### src/sv/assert_macros.svh
// Assertion macros shared by the two-queue cache policy RTL.
// Depends on nothing; the including module supplies clk and rst_n.
`ifndef ASSERT_MACROS_SVH
`define ASSERT_MACROS_SVH
`ifndef SYNTH
// Checked on every rising edge outside of reset.
`define TQC_ASSERT(lbl, prop, msg) \
  lbl: assert property (@(posedge clk) disable iff (!rst_n) prop) else $error(msg);
// Checked on every rising edge, reset included.
`define TQC_ASSERT_ALWAYS(lbl, prop, msg) \
  lbl: assert property (@(posedge clk) prop) else $error(msg);
`else
`define TQC_ASSERT(lbl, prop, msg)
`define TQC_ASSERT_ALWAYS(lbl, prop, msg)
`endif
`endif

### src/sv/tqc_pkg.sv
`timescale 1ns / 1ps
// Shared constants, types and helper functions for the two-queue cache policy.
// Depends on nothing; imported by tqc_cfg and two_queue_cache_policy.
package tqc_pkg;

  localparam int FRESH_DEPTH = 16;
  localparam int GHOST_DEPTH = 32;
  localparam int HOT_DEPTH   = 64;
  localparam int KEY_BITS    = 32;

  // All three stores share one memory, laid out back to back.
  localparam int TOTAL_DEPTH = FRESH_DEPTH + GHOST_DEPTH + HOT_DEPTH;
  localparam int ADDR_W      = (TOTAL_DEPTH > 1) ? $clog2(TOTAL_DEPTH) : 1;
  localparam int FRESH_BASE  = 0;
  localparam int GHOST_BASE  = FRESH_DEPTH;
  localparam int HOT_BASE    = FRESH_DEPTH + GHOST_DEPTH;

  // Index and count width: enough to hold the largest depth itself.
  localparam int MAX_FG    = (FRESH_DEPTH > GHOST_DEPTH) ? FRESH_DEPTH : GHOST_DEPTH;
  localparam int MAX_DEPTH = (MAX_FG > HOT_DEPTH) ? MAX_FG : HOT_DEPTH;
  localparam int IDX_W     = $clog2(MAX_DEPTH + 1);

  // Configuration register widths and reset values.
  localparam int FRESH_CAP_W = 5;
  localparam int GHOST_CAP_W = 6;
  localparam int HOT_CAP_W   = 7;
  localparam logic [FRESH_CAP_W-1:0] FRESH_CAP_RST = 5'd16;
  localparam logic [GHOST_CAP_W-1:0] GHOST_CAP_RST = 6'd32;
  localparam logic [HOT_CAP_W-1:0]   HOT_CAP_RST   = 7'd64;

  // Configuration port.
  localparam int CFG_ADDR_W = 4;
  localparam logic [1:0] REG_FRESH_CAP = 2'd0;
  localparam logic [1:0] REG_GHOST_CAP = 2'd1;
  localparam logic [1:0] REG_HOT_CAP   = 2'd2;

  // Hit place codes.
  localparam logic [1:0] PLACE_MISS  = 2'd0;
  localparam logic [1:0] PLACE_FRESH = 2'd1;
  localparam logic [1:0] PLACE_GHOST = 2'd2;
  localparam logic [1:0] PLACE_HOT   = 2'd3;

  typedef struct packed {
    logic [IDX_W-1:0] fresh;
    logic [IDX_W-1:0] ghost;
    logic [IDX_W-1:0] hot;
  } caps_t;

  typedef enum logic [1:0] {
    STORE_FRESH,
    STORE_GHOST,
    STORE_HOT
  } store_t;

  typedef enum logic [2:0] {
    ST_IDLE,
    ST_SEARCH,
    ST_REMOVE,
    ST_INS_INIT,
    ST_INSERT,
    ST_DONE
  } state_t;

  // A capacity of zero acts as one; anything above the depth saturates.
  function automatic logic [IDX_W-1:0] clamp_cap(input logic [HOT_CAP_W-1:0] v,
                                                 input int depth);
    logic [IDX_W-1:0] res;
    if (v == '0) begin
      res = IDX_W'(1);
    end else if (int'(v) > depth) begin
      res = IDX_W'(depth);
    end else begin
      res = IDX_W'(v);
    end
    return res;
  endfunction

endpackage

### src/sv/tqc_ram.sv
`timescale 1ns / 1ps
// Generic single-write, single-read synchronous RAM with registered read data.
// Depends on nothing; holds the key stores of the block.
module tqc_ram #(
  parameter int DEPTH = 112,
  parameter int WIDTH = 32
) (
  input  logic                             clk,
  input  logic                             we,
  input  logic [$clog2(DEPTH > 1 ? DEPTH : 2)-1:0] waddr,
  input  logic [WIDTH-1:0]                 wdata,
  input  logic                             re,
  input  logic [$clog2(DEPTH > 1 ? DEPTH : 2)-1:0] raddr,
  output logic [WIDTH-1:0]                 rdata
);

  logic [WIDTH-1:0] mem [DEPTH];

  // Write port.
  always_ff @(posedge clk) begin
    if (we) begin
      mem[waddr] <= wdata;
    end
  end

  // Read port; read data is registered.
  always_ff @(posedge clk) begin
    if (re) begin
      rdata <= mem[raddr];
    end
  end

endmodule

### src/sv/tqc_cfg.sv
`timescale 1ns / 1ps
// APB-style register block holding the three store capacities.
// Depends on tqc_pkg; hands clamped capacities to the controller.
module tqc_cfg (
  input  logic                           clk,
  input  logic                           rst_n,
  input  logic                           psel,
  input  logic                           penable,
  input  logic                           pwrite,
  input  logic [tqc_pkg::CFG_ADDR_W-1:0] paddr,
  input  logic [31:0]                    pwdata,
  output logic [31:0]                    prdata,
  output logic                           pready,
  output tqc_pkg::caps_t                 caps
);
  import tqc_pkg::*;

  logic [FRESH_CAP_W-1:0] fresh_cap_r;
  logic [GHOST_CAP_W-1:0] ghost_cap_r;
  logic [HOT_CAP_W-1:0]   hot_cap_r;
  logic                   wr_en;
  logic [1:0]             reg_idx;

  assign pready  = 1'b1;
  assign reg_idx = paddr[3:2];
  assign wr_en   = psel && penable && pwrite;

  // Register writes; unknown addresses are ignored.
  always_ff @(posedge clk) begin
    if (!rst_n) begin
      fresh_cap_r <= FRESH_CAP_RST;
      ghost_cap_r <= GHOST_CAP_RST;
      hot_cap_r   <= HOT_CAP_RST;
    end else if (wr_en) begin
      if (reg_idx == REG_FRESH_CAP) begin
        fresh_cap_r <= pwdata[FRESH_CAP_W-1:0];
      end
      if (reg_idx == REG_GHOST_CAP) begin
        ghost_cap_r <= pwdata[GHOST_CAP_W-1:0];
      end
      if (reg_idx == REG_HOT_CAP) begin
        hot_cap_r <= pwdata[HOT_CAP_W-1:0];
      end
    end
  end

  // Read mux.
  always_comb begin
    prdata = '0;
    if (reg_idx == REG_FRESH_CAP) begin
      prdata = 32'(fresh_cap_r);
    end else if (reg_idx == REG_GHOST_CAP) begin
      prdata = 32'(ghost_cap_r);
    end else if (reg_idx == REG_HOT_CAP) begin
      prdata = 32'(hot_cap_r);
    end
  end

  // Effective capacities as the controller uses them.
  assign caps.fresh = clamp_cap(HOT_CAP_W'(fresh_cap_r), FRESH_DEPTH);
  assign caps.ghost = clamp_cap(HOT_CAP_W'(ghost_cap_r), GHOST_DEPTH);
  assign caps.hot   = clamp_cap(hot_cap_r, HOT_DEPTH);

endmodule

### src/sv/two_queue_cache_policy.sv
`timescale 1ns / 1ps
// Two-queue (2Q) cache policy: one key per word, one result word per key.
// Steps: the hot, ghost and fresh stores are searched entry by entry, each shift
// moves entries one by one, a setup state precedes each insertion and a result
// state ends the key; the longest path is a miss with all stores full. One key at
// a time: busy drops after the result, and a new word is accepted only while busy
// is low. The result strobe cannot be stalled.
// Reset is synchronous: counts clear and capacities return to 16, 32, 64.
module two_queue_cache_policy (
  input  logic                           clk,
  input  logic                           rst_n,
  input  logic                           start,
  output logic                           busy,
  input  logic signed [31:0]             in_key,
  output logic                           out_strobe,
  output logic                           out_hit,
  output logic [1:0]                     out_hit_place,
  input  logic                           psel,
  input  logic                           penable,
  input  logic                           pwrite,
  input  logic [tqc_pkg::CFG_ADDR_W-1:0] paddr,
  input  logic [31:0]                    pwdata,
  output logic [31:0]                    prdata,
  output logic                           pready
);
  import tqc_pkg::*;

  `include "assert_macros.svh"

  caps_t caps;

  state_t               state_r, state_nxt;
  store_t               st_r, st_nxt;
  logic [KEY_BITS-1:0]  key_r, key_nxt;
  logic [KEY_BITS-1:0]  ins_val_r, ins_val_nxt;
  logic [KEY_BITS-1:0]  ev_val_r, ev_val_nxt;
  logic                 evict_r, evict_nxt;
  logic                 more_r, more_nxt;
  logic [IDX_W-1:0]     j_r, j_nxt;
  logic                 rd_v_r, rd_v_nxt;
  logic [IDX_W-1:0]     rd_j_r, rd_j_nxt;
  logic [1:0]           place_r, place_nxt;
  logic [IDX_W-1:0]     fresh_cnt_r, ghost_cnt_r, hot_cnt_r;

  logic                 cnt_we;
  logic [IDX_W-1:0]     cnt_new;
  logic [IDX_W-1:0]     n_cur, c_cur;
  logic [ADDR_W-1:0]    base;

  logic                 mem_we, mem_re;
  logic [ADDR_W-1:0]    mem_waddr, mem_raddr;
  logic [KEY_BITS-1:0]  mem_wdata, mem_rdata;

  logic                 search_hit, search_end, remove_end, insert_end;

  tqc_cfg u_cfg (
    .clk     (clk),
    .rst_n   (rst_n),
    .psel    (psel),
    .penable (penable),
    .pwrite  (pwrite),
    .paddr   (paddr),
    .pwdata  (pwdata),
    .prdata  (prdata),
    .pready  (pready),
    .caps    (caps)
  );

  tqc_ram #(
    .DEPTH (TOTAL_DEPTH),
    .WIDTH (KEY_BITS)
  ) u_ram (
    .clk   (clk),
    .we    (mem_we),
    .waddr (mem_waddr),
    .wdata (mem_wdata),
    .re    (mem_re),
    .raddr (mem_raddr),
    .rdata (mem_rdata)
  );

  // Count, capacity and base address of the store being worked on.
  always_comb begin
    unique case (st_r)
      STORE_FRESH: begin
        n_cur = fresh_cnt_r;
        c_cur = caps.fresh;
        base  = ADDR_W'(FRESH_BASE);
      end
      STORE_GHOST: begin
        n_cur = ghost_cnt_r;
        c_cur = caps.ghost;
        base  = ADDR_W'(GHOST_BASE);
      end
      STORE_HOT: begin
        n_cur = hot_cnt_r;
        c_cur = caps.hot;
        base  = ADDR_W'(HOT_BASE);
      end
      default: begin
        n_cur = '0;
        c_cur = IDX_W'(1);
        base  = '0;
      end
    endcase
  end

  // Phase end conditions shared by the state and datapath logic.
  assign search_hit = rd_v_r && (mem_rdata == key_r);
  assign search_end = !rd_v_r && (j_r >= n_cur);
  assign remove_end = !rd_v_r && (j_r >= n_cur);
  assign insert_end = !more_r && !rd_v_r;

  // Next state.
  always_comb begin
    state_nxt = state_r;
    unique case (state_r)
      ST_IDLE: begin
        if (start) begin
          state_nxt = ST_SEARCH;
        end
      end
      ST_SEARCH: begin
        if (search_hit) begin
          state_nxt = (st_r == STORE_FRESH) ? ST_DONE : ST_REMOVE;
        end else if (search_end && st_r == STORE_FRESH) begin
          state_nxt = ST_INS_INIT;
        end
      end
      ST_REMOVE: begin
        if (remove_end) begin
          state_nxt = ST_INS_INIT;
        end
      end
      ST_INS_INIT: begin
        state_nxt = ST_INSERT;
      end
      ST_INSERT: begin
        if (insert_end) begin
          state_nxt = (st_r == STORE_FRESH && evict_r) ? ST_INS_INIT : ST_DONE;
        end
      end
      ST_DONE: begin
        state_nxt = ST_IDLE;
      end
      default: begin
        state_nxt = ST_IDLE;
      end
    endcase
  end

  // Datapath: memory accesses and working registers.
  always_comb begin
    st_nxt      = st_r;
    key_nxt     = key_r;
    ins_val_nxt = ins_val_r;
    ev_val_nxt  = ev_val_r;
    evict_nxt   = evict_r;
    more_nxt    = more_r;
    j_nxt       = j_r;
    rd_v_nxt    = 1'b0;
    rd_j_nxt    = rd_j_r;
    place_nxt   = place_r;
    cnt_we      = 1'b0;
    cnt_new     = n_cur;
    mem_re      = 1'b0;
    mem_raddr   = base + ADDR_W'(j_r);
    mem_we      = 1'b0;
    mem_waddr   = base;
    mem_wdata   = mem_rdata;
    unique case (state_r)
      ST_IDLE: begin
        if (start) begin
          key_nxt = in_key;
          st_nxt  = STORE_HOT;
          j_nxt   = '0;
        end
      end
      ST_SEARCH: begin
        // Stream reads one entry a cycle and compare what comes back.
        if (!search_hit && j_r < n_cur) begin
          mem_re   = 1'b1;
          rd_v_nxt = 1'b1;
          rd_j_nxt = j_r;
          j_nxt    = j_r + IDX_W'(1);
        end
        if (search_hit) begin
          j_nxt = rd_j_r + IDX_W'(1);
          unique case (st_r)
            STORE_HOT:   place_nxt = PLACE_HOT;
            STORE_GHOST: place_nxt = PLACE_GHOST;
            default:     place_nxt = PLACE_FRESH;
          endcase
        end else if (search_end) begin
          j_nxt = '0;
          unique case (st_r)
            STORE_HOT:   st_nxt = STORE_GHOST;
            STORE_GHOST: st_nxt = STORE_FRESH;
            default: begin
              place_nxt   = PLACE_MISS;
              ins_val_nxt = key_r;
            end
          endcase
        end
      end
      ST_REMOVE: begin
        // Close the gap: each entry above the hit moves one place down.
        if (j_r < n_cur) begin
          mem_re   = 1'b1;
          rd_v_nxt = 1'b1;
          rd_j_nxt = j_r;
          j_nxt    = j_r + IDX_W'(1);
        end
        if (rd_v_r) begin
          mem_we    = 1'b1;
          mem_waddr = base + ADDR_W'(rd_j_r - IDX_W'(1));
        end
        if (remove_end) begin
          cnt_we      = 1'b1;
          cnt_new     = n_cur - IDX_W'(1);
          st_nxt      = STORE_HOT;
          ins_val_nxt = key_r;
        end
      end
      ST_INS_INIT: begin
        // A full store gives up the entry at capacity minus one.
        evict_nxt = (n_cur >= c_cur);
        more_nxt  = (n_cur >= c_cur) || (n_cur != '0);
        j_nxt     = (n_cur >= c_cur) ? (c_cur - IDX_W'(1)) : (n_cur - IDX_W'(1));
      end
      ST_INSERT: begin
        // Shift entries up from the oldest, then write the new word at front.
        if (more_r) begin
          mem_re   = 1'b1;
          rd_v_nxt = 1'b1;
          rd_j_nxt = j_r;
          if (j_r == '0) begin
            more_nxt = 1'b0;
          end else begin
            j_nxt = j_r - IDX_W'(1);
          end
        end
        if (rd_v_r) begin
          if (evict_r && rd_j_r == c_cur - IDX_W'(1)) begin
            ev_val_nxt = mem_rdata;
          end else begin
            mem_we    = 1'b1;
            mem_waddr = base + ADDR_W'(rd_j_r + IDX_W'(1));
          end
        end
        if (insert_end) begin
          mem_we    = 1'b1;
          mem_waddr = base;
          mem_wdata = ins_val_r;
          cnt_we    = 1'b1;
          cnt_new   = evict_r ? c_cur : (n_cur + IDX_W'(1));
          if (st_r == STORE_FRESH && evict_r) begin
            st_nxt      = STORE_GHOST;
            ins_val_nxt = ev_val_r;
          end
        end
      end
      ST_DONE: begin
      end
      default: begin
      end
    endcase
  end

  // Control registers.
  always_ff @(posedge clk) begin
    if (!rst_n) begin
      state_r     <= ST_IDLE;
      rd_v_r      <= 1'b0;
      more_r      <= 1'b0;
      fresh_cnt_r <= '0;
      ghost_cnt_r <= '0;
      hot_cnt_r   <= '0;
    end else begin
      state_r <= state_nxt;
      rd_v_r  <= rd_v_nxt;
      more_r  <= more_nxt;
      if (cnt_we) begin
        unique case (st_r)
          STORE_FRESH: fresh_cnt_r <= cnt_new;
          STORE_GHOST: ghost_cnt_r <= cnt_new;
          STORE_HOT:   hot_cnt_r   <= cnt_new;
          default: begin
          end
        endcase
      end
    end
  end

  // Payload registers.
  always_ff @(posedge clk) begin
    st_r      <= st_nxt;
    key_r     <= key_nxt;
    ins_val_r <= ins_val_nxt;
    ev_val_r  <= ev_val_nxt;
    evict_r   <= evict_nxt;
    j_r       <= j_nxt;
    rd_j_r    <= rd_j_nxt;
    place_r   <= place_nxt;
  end

  // Outputs.
  always_comb begin
    busy          = (state_r != ST_IDLE);
    out_strobe    = (state_r == ST_DONE);
    out_hit       = (place_r != PLACE_MISS);
    out_hit_place = place_r;
  end

  `TQC_ASSERT(a_fresh_cnt_max, fresh_cnt_r <= IDX_W'(FRESH_DEPTH), "first-time count overflow")
  `TQC_ASSERT(a_hot_cnt_max, hot_cnt_r <= IDX_W'(HOT_DEPTH), "hot count overflow")
  `TQC_ASSERT(a_accept_busy, (start && !busy) |=> busy, "accepted word did not raise busy")
  `TQC_ASSERT(a_done_idle, out_strobe |=> !busy, "result not followed by idle")
  `TQC_ASSERT(a_rd_src, rd_v_r |-> $past(mem_re), "stray read")
  `TQC_ASSERT_ALWAYS(a_rst_idle, !rst_n |=> !busy, "reset left block busy")

endmodule
### config.mk
export PLATFORM = sky130hd
export DESIGN_NAME = two_queue_cache_policy
export DESIGN_NICKNAME = d
export VERILOG_FILES = /design/src/sv/tqc_pkg.sv /design/src/sv/tqc_ram.sv /design/src/sv/tqc_cfg.sv /design/src/sv/two_queue_cache_policy.sv
export VERILOG_INCLUDE_DIRS = /design/src /design/src/sv
export SDC_FILE = /design/constraint.sdc
export NUM_CORES = 2
export LEC_CHECK = 0
export BUFFER_PORTS_ARGS = -buffer_cell sky130_fd_sc_hd__clkbuf_2
export CORE_ASPECT_RATIO = 1.4
export CORE_MARGIN = 3
export CORE_UTILIZATION = 45
export DETAILED_ROUTE_END_ITERATION = 10
export RECOVER_POWER = 100
export SKIP_CTS_REPAIR_TIMING = 1
export SLEW_MARGIN = 10
export SYNTH_ARGS = -nofsm -noshare
export SYNTH_HDL_FRONTEND = slang
export SYNTH_HIERARCHICAL = 1
export SYNTH_SLANG_ARGS = --single-unit
export TNS_END_PERCENT = 5
### constraint.sdc
create_clock -name clk -period 11.83 [get_ports clk]
set_clock_uncertainty 0.15 [all_clocks]
set_input_delay 0 -clock clk [delete_from_list [all_inputs] [get_ports clk]]
set_output_delay 0 -clock clk [all_outputs]
set_load 0.02 [all_outputs]
; After elaboration in Yosys (flattened, before gate mapping)
; Memory sizes are Yosys's and may differ from the RTL's. A register that Yosys moved wholly into a read port is not among the register bits.
; Cells that the tools add are included.
[totals]
ff_bits = 159
ramBits = 3584
out_inout_bits = 38
elab_cells = 183
mem_count = 1
[classes]
n_addsub = 10
magnitude_cmp = 6
n_eq_ne = 26
mux = 80
reduce_logical = 43
[mem_list]
columns = memory, depth, width, rd, rd_ports_with_merged_regs, write_ports, line
row1 = u_ram.mem, 112, 32, 1, 1, 1, tqc_ram.sv:17  ; logic [WIDTH-1:0] mem [DEPTH];
[op_table]
columns = cell, count
row1 = 32-bit two-way mux, 10
row2 = 7-bit two-way mux, 23
row3 = 32-bit case mux with 3 select lines, 1
row4 = 7-bit case mux with 3 select lines, 3
row5 = 7-bit case mux with 5 select lines, 1
row6 = 32-bit == test, 1
row7 = 7-bit case mux with 2 select lines, 2
row8 = 7-bit by 1-bit subtractor with 7-bit output (second input constant), 4
row9 = 2-bit != test (second input constant), 11
row10 = 7-bit by 1-bit adder with 7-bit output (second input constant), 3
row11 = 7-bit adder, 3
row12 = 3-bit two-way mux, 7
row13 = 2-bit two-way mux, 9
row14 = 3-bit case mux with 5 select lines, 1
row15 = 7-bit >= comparator, 2
row16 = 7-bit logical NOT, 2
row17 = 2-bit AND reduction, 7
row18 = 1-bit two-way mux, 13
row19 = 6-bit case mux with 2 select lines, 1
row20 = 1-bit logical AND, 9
row21 = 2-bit case mux with 2 select lines, 2
row22 = 2-bit case mux with 4 select lines, 1
row23 = 4-bit AND reduction, 2
row24 = 8-bit AND reduction, 1
row25 = other kinds (32), 46

; Depth between registers and ports, before layout
[depth]
ltp_word = 13
ltp_mapped = 19
depth_no_buf = 17

; Cells and area by module
; Netlist, hierarchy kept.
[by_module_without_submodules]
columns = mod, instances, cells_each, area_each_um2, seq_area_each_um2
row1 = tqc_ram, 1, 6106, 138616.7, 108584.1
row2 = two_queue_cache_policy, 1, 859, 8186.6, 3973.8
row3 = tqc_cfg, 1, 150, 1187.4, 360.3

; Least setup slack after synthesis
; OpenSTA, ideal clock, no wires.
[synth_path]
path_type = register -> register
start = register st_r[1]
end = memory u_ram.mem[64][0] (enable)
setup_ns = 0.461
arrival_time_ns = 5.869
required_ns = 11.219
path_slack_ns = 5.350
stages_incl_launch_ff = 17
cell_sequence = edfxtp_1 -> ha_1 -> clkbuf_1 -> clkbuf_1 -> clkbuf_1 -> or2_2 -> ha_1 -> xnor2_1 -> or3_1 -> a221oi_1 -> o211ai_2 -> a2111oi_4 -> or3_4 -> o22ai_2 -> nor2_1 -> nand4b_1 -> nor3_1
[synth_rtl]
columns = element, line
row1 = start: declaration, two_queue_cache_policy.sv:33  ; store_t st_r, st_nxt;
row2 = start signal: assignment, two_queue_cache_policy.sv:297  ; st_r <= st_nxt;
row3 = 2-bit == test (tied with other cells), two_queue_cache_policy.sv:84  ; unique case (st_r)
row4 = 7-bit case mux with 3 select lines (*), two_queue_cache_policy.sv:84
row5 = 7-bit by 1-bit subtractor with 7-bit output (*), two_queue_cache_policy.sv:244  ; if (evict_r && rd_j_r == c_cur - IDX_W'(1)) begin
row6 = 7-bit == test (*), two_queue_cache_policy.sv:244
row7 = 1-bit logical AND (*), two_queue_cache_policy.sv:244
row8 = 7-bit two-way mux (*), two_queue_cache_policy.sv:244
row9 = 7-bit two-way mux (*), two_queue_cache_policy.sv:243  ; if (rd_v_r) begin
row10 = 7-bit two-way mux (*), two_queue_cache_policy.sv:251  ; if (insert_end) begin
row11 = 7-bit case mux with 2 select lines (*), two_queue_cache_policy.sv:171  ; unique case (state_r)
row12 = net mem_waddr[3], two_queue_cache_policy.sv:51  ; logic [ADDR_W-1:0] mem_waddr, mem_raddr;
row13 = end: declaration, tqc_ram.sv:17
; The timed path passes the listed nets; every way through them passes the cells marked *.

; Worst setup path after layout
[layout_path]
start = register st_r[1]
end = memory u_ram.mem[78][24] (enable)
[layout_between]
elab_chain_cells = 11
[layout_rtl]
columns = element, line
row1 = 2-bit == test (tied with other cells), two_queue_cache_policy.sv:84
row2 = 7-bit case mux with 3 select lines (*), two_queue_cache_policy.sv:84
row3 = 7-bit by 1-bit subtractor with 7-bit output (*), two_queue_cache_policy.sv:244
row4 = 7-bit == test (*), two_queue_cache_policy.sv:244
row5 = 1-bit logical AND (*), two_queue_cache_policy.sv:244
row6 = 1-bit two-way mux (*), two_queue_cache_policy.sv:244
row7 = 1-bit two-way mux (*), two_queue_cache_policy.sv:243
row8 = 1-bit two-way mux (*), two_queue_cache_policy.sv:251
row9 = 1-bit case mux with 2 select lines (*), two_queue_cache_policy.sv:171
row10 = net mem_we, two_queue_cache_policy.sv:50  ; logic mem_we, mem_re;
row11 = 1-bit two-way mux (*), tqc_ram.sv:21  ; if (we) begin
row12 = 1-bit two-way mux (implied by the code) (*), tqc_ram.sv:22  ; mem[waddr] <= wdata;
; Marked as above.

==> summary.txt <==
Die
  • I/O pins: between 100 and 150
  • Die Wd: between 400 and 500 µm
  • Die footprint: between 300000 and 400000 µm²
  • Height of the die: approximately 680 µm
  • Core box area: 327000 µm²
  • Cell row count: between 200 and 250
  • Starting density of the core: a little under half

Critical path
  • Reg2reg start: st_r[1]$_DFFE_PP_
  • Termination of the worst setup path: u_ram/mem[78][24]$_DFFE_PP_
  • CP startpoint kind: register
  • Max Fanout on Critical Path: 28
  • WP data arrival: between 9 and 10 ns
  • CP cell instances: inv_1 > ha_1 > clkbuf_1 > a222oi_1 > or2_2 > ha_1 > xnor2_1 > or3_1 > a221oi_1 > o211ai_2 > a2111oi_0 > a21oi_1 > nand2b_1 > nor2b_1 > nand3_2 > clkbuf_1 > nor2_1 > buf_4
  • Critical path's slowest cell: clkbuf_1
  • Setup CP Type: reg -> reg
  • Crit path required time: between 10 and 15 ns
  • Worst path max stage delay: between 1.5 and 2 ns
  • R2r setup slk: around 2.3 ns
  • CP startpoint: st_r[1]$_DFFE_PP_
  • Cells on worst reg2reg path: 18
  • Crit end category: register
  • FF-to-FF End: u_ram/mem[78][24]$_DFFE_PP_

STA
  • Final setup margin: about 2.3 ns
  • RSZ-0062 raised after global routing: no
  • Final Hold Fails: 0
  • Worst slew margin: -254%
  • Setup TNS: 0 ns
  • Crit path time final: 9.56 ns
  • # setup viols final: 0
  • FMAX: around 0.10 GHz
  • Fin crit share: 80.8%
  • Slew Limit Fails: around 4200
  • Worst slew pin tran: around 5.3 ns

Power and ir drop
  • Max IR drop VDD: 0.000229 V
  • Lkg Pwr: just over 50 nW
  • PD cells: between 200 and 300 nW/µm²

Clocking
  • Cts bufs inserted: 343
  • Worst-path clk slew: 0.07 ns
  • CTS tree: yes
  • Clock latency at the later pin of the worst-skew pair: slightly below 0.9 ns
  • # clock sinks: ~3800
  • Clock tree buffer depth: 4
  • Root Driver: clkbuf_16
  • H-tree depth: 5

Finish
  • Fin util: 50.8%
  • Commonest non-fill, non-tap cell in the layout: edfxtp_1
  • Final nets: about 7600
  • Most frequent cells in the layout: edfxtp_1, mux4_2, nand2_1, clkbuf_16, mux2i_1
  • Fill count: 25769
  • Layout cells sized above 1: between 20% and 30%
  • Synth-to-Final Area Change: 12.1%

Drt
  • Vias per std cell: just over 6
  • DRC viols: 0
  • Post-DR wirelength/cell: roughly 33 µm
  • Routed WL: 397 mm
  • Max Used Layer: met5
  • Met3 Wirelength: approximately 31 mm
  • TritonRoute pass-1 iters: 6
  • Initial DRC Count: 8784
  • Vias: roughly 74000
  • WL met2: between 150 and 200 mm
  • Antenna-violating nets left: 0
  • WL met1: ~150 mm

Place
  • Place WS: approximately 4.5 ns
  • DP Wirelength: about 230 mm
  • IO buf count: 58
  • RePlAce Congestion: 0.880

Global routing
  • Initial antenna violation count: 17
  • GR Overflow Total: 0
  • Overall routing resource usage: between 20% and 30%
  • First-pass GRT wire length: ~560 mm
  • Vias in the first global route: about 74000
  • Pin count of the biggest net entering global routing: approximately 120

Run status
  • Failing checks: capacitance limit, slew limit
  • Status: finished with violations

Yosys
  • Avg Cell Area, Syn: 20.8 µm²
  • Most used DFF post-synth: edfxtp_1
  • EDFF count, synth: 3731
  • Area of the mapped netlist: between 100000 and 150000 µm²
  • Syn. warnings: 6
  • Synth cell types: 80
  • Post-Syn Instances: between 7000 and 8000
  • Post-synth ARST share: 0%
  • Register area share after synthesis: between 70% and 80%
  • Register bit count reported by yosys: 3775

Flow run
  • Max-cap violations: about 80

Worst hold path
  • Hold Crit Class: in -> reg
[synthesized netlist by cell type (6+ instances only)]
cell | instances | share of area [%]
a31oi_1 | 30 | 0.13
o22ai_1 | 21 | 0.089
edfxtp_1 | 3731 | 76
dfxtp_1 | 44 | 0.60
a211oi_1 | 46 | 0.23
nor2_1 | 213 | 0.54
or2_2 | 7 | 0.030
xor2_1 | 13 | 0.077
nand2b_1 | 11 | 0.047
buf_8 | 15 | 0.15
a222oi_1 | 12 | 0.081
buf_6 | 33 | 0.25
a22o_1 | 14 | 0.083
a2111oi_0 | 22 | 0.13
clkbuf_1 | 175 | 0.44
o211ai_1 | 7 | 0.036
buf_1 | 41 | 0.10
nor3_1 | 32 | 0.11
o221ai_1 | 8 | 0.047
and2_1 | 32 | 0.14
nand3_1 | 106 | 0.36
a311oi_1 | 6 | 0.036
a21oi_1 | 82 | 0.28
nor2b_1 | 36 | 0.15
a221oi_1 | 21 | 0.12
mux2i_1 | 288 | 1.9
mux2_2 | 43 | 0.33
ha_1 | 37 | 0.31
nand2_1 | 479 | 1.2
inv_1 | 47 | 0.12
and3_1 | 10 | 0.042
a21o_1 | 6 | 0.030
a32oi_1 | 9 | 0.053
mux4_2 | 874 | 13
buf_4 | 61 | 0.31
o21ai_0 | 82 | 0.28
xnor2_1 | 52 | 0.31
a22oi_1 | 126 | 0.64
buf_2 | 87 | 0.29
a221o_1 | 10 | 0.068
nand4_1 | 55 | 0.23
[how the worst min path moves through the flow]
stage,startpoint,to,cells past startpoint
6_report,start,st_r[0]$_DFFE_PP_,5
3_3_place_gp,in_key[5],key_r[5]$_DFFE_PP_,1
5_1_grt,start,st_r[0]$_DFFE_PP_,5
3_5_place_dp,in_key[16],key_r[16]$_DFFE_PP_,1
2_1_floorplan,in_key[0],key_r[0]$_DFFE_PP_,0
4_1_cts,in_key[5],key_r[5]$_DFFE_PP_,1
[registers in the layout, summed over array words and instances (netlist names), 2 cells and up]
signal / flops
u_ram/mem: 3584
ev_val_r: 32
ins_val_r: 32
key_r: 32
u_ram/rdata: 32
fresh_cnt_r: 7
ghost_cnt_r: 7
hot_cnt_r: 7
j_r: 7
rd_j_r: 7
u_cfg/hot_cap_r: 7
u_cfg/ghost_cap_r: 6
u_cfg/fresh_cap_r: 5
state_r: 3
out_hit_place: 2
st_r: 2
[logic make-up (layout without fill, tap and decap cells)]
| kind of cell | Yosys count | in the layout | share of synthesized area (%) |
|---|---|---|---|
| other | 2 | 37 | 0.00507 |
| flip-flops | 3775 | 3775 | 76.3 |
| AO/OA/AOI/OAI | 548 | 548 | 2.60 |
| adder cells (fa/ha/maj) | 40 | 40 | 0.353 |
| buffers and inverters | 469 | 1069 | 1.75 |
| XOR/XNOR | 66 | 66 | 0.400 |
| AND/OR/NAND/NOR | 1010 | 1010 | 3.01 |
| multiplexers | 1205 | 1205 | 15.6 |
[final cells by class]
type | instances | area [µm²] | share of cell area (%)
Clock inverter | 195 | 1790 | 1.08
Timing Repair Buffer | 405 | 3060 | 1.84
Antenna cell | 8 | 20.0 | 0.0121
Inverter | 52 | 213 | 0.128
Clock buffer | 417 | 9050 | 5.46
Multi-Input combinational cell | 2898 | 33300 | 20.1
Tap cell | 4375 | 5470 | 3.30
Sequential cell | 3775 | 113000 | 68.1
[report_power, final]
part	total, mW	switching, mW	internal [mW]	leakage (nW)
sequential	17.5	0.179	17.4	33.9
clock	10.9	4.80	6.15	5.29
combinational	15.1	10.6	4.49	12.2
[metal layers]
metal  up-vias  GRT usage, %
met2      2994          39.1
met5         -             0
met4         4          7.99
met3       598          3.92
li1      30103             -
met1     39950          30.9
[worst max-delay path, delay by kind of cell (launching register included)]
kind	cells	cell delay [ns]
buffers and inverters	4	3.04
XOR/XNOR	1	0.17
AND/OR/NAND/NOR	6	2.28
adder cells (fa/ha/maj)	2	0.46
AO/OA/AOI/OAI	5	2.56
flip-flops	1	0.45
[metrics by stage]
step | hold slack (ns) | cells | power, mW | area, µm²
final | 0.135 | 12125 | 43.6 | 166000
after floorplan | -0.0511 | 7142 | 26.2 | 148000
after global placement | 0.0303 | 11402 | 32.5 | 155000
after global routing | 0.178 | 12118 | 45.0 | 166000
after detailed placement | 0.0286 | 11402 | 32.8 | 155000
after CTS | -0.917 | 12014 | 43.7 | 166000
Power figures use the tool's default switching activity.
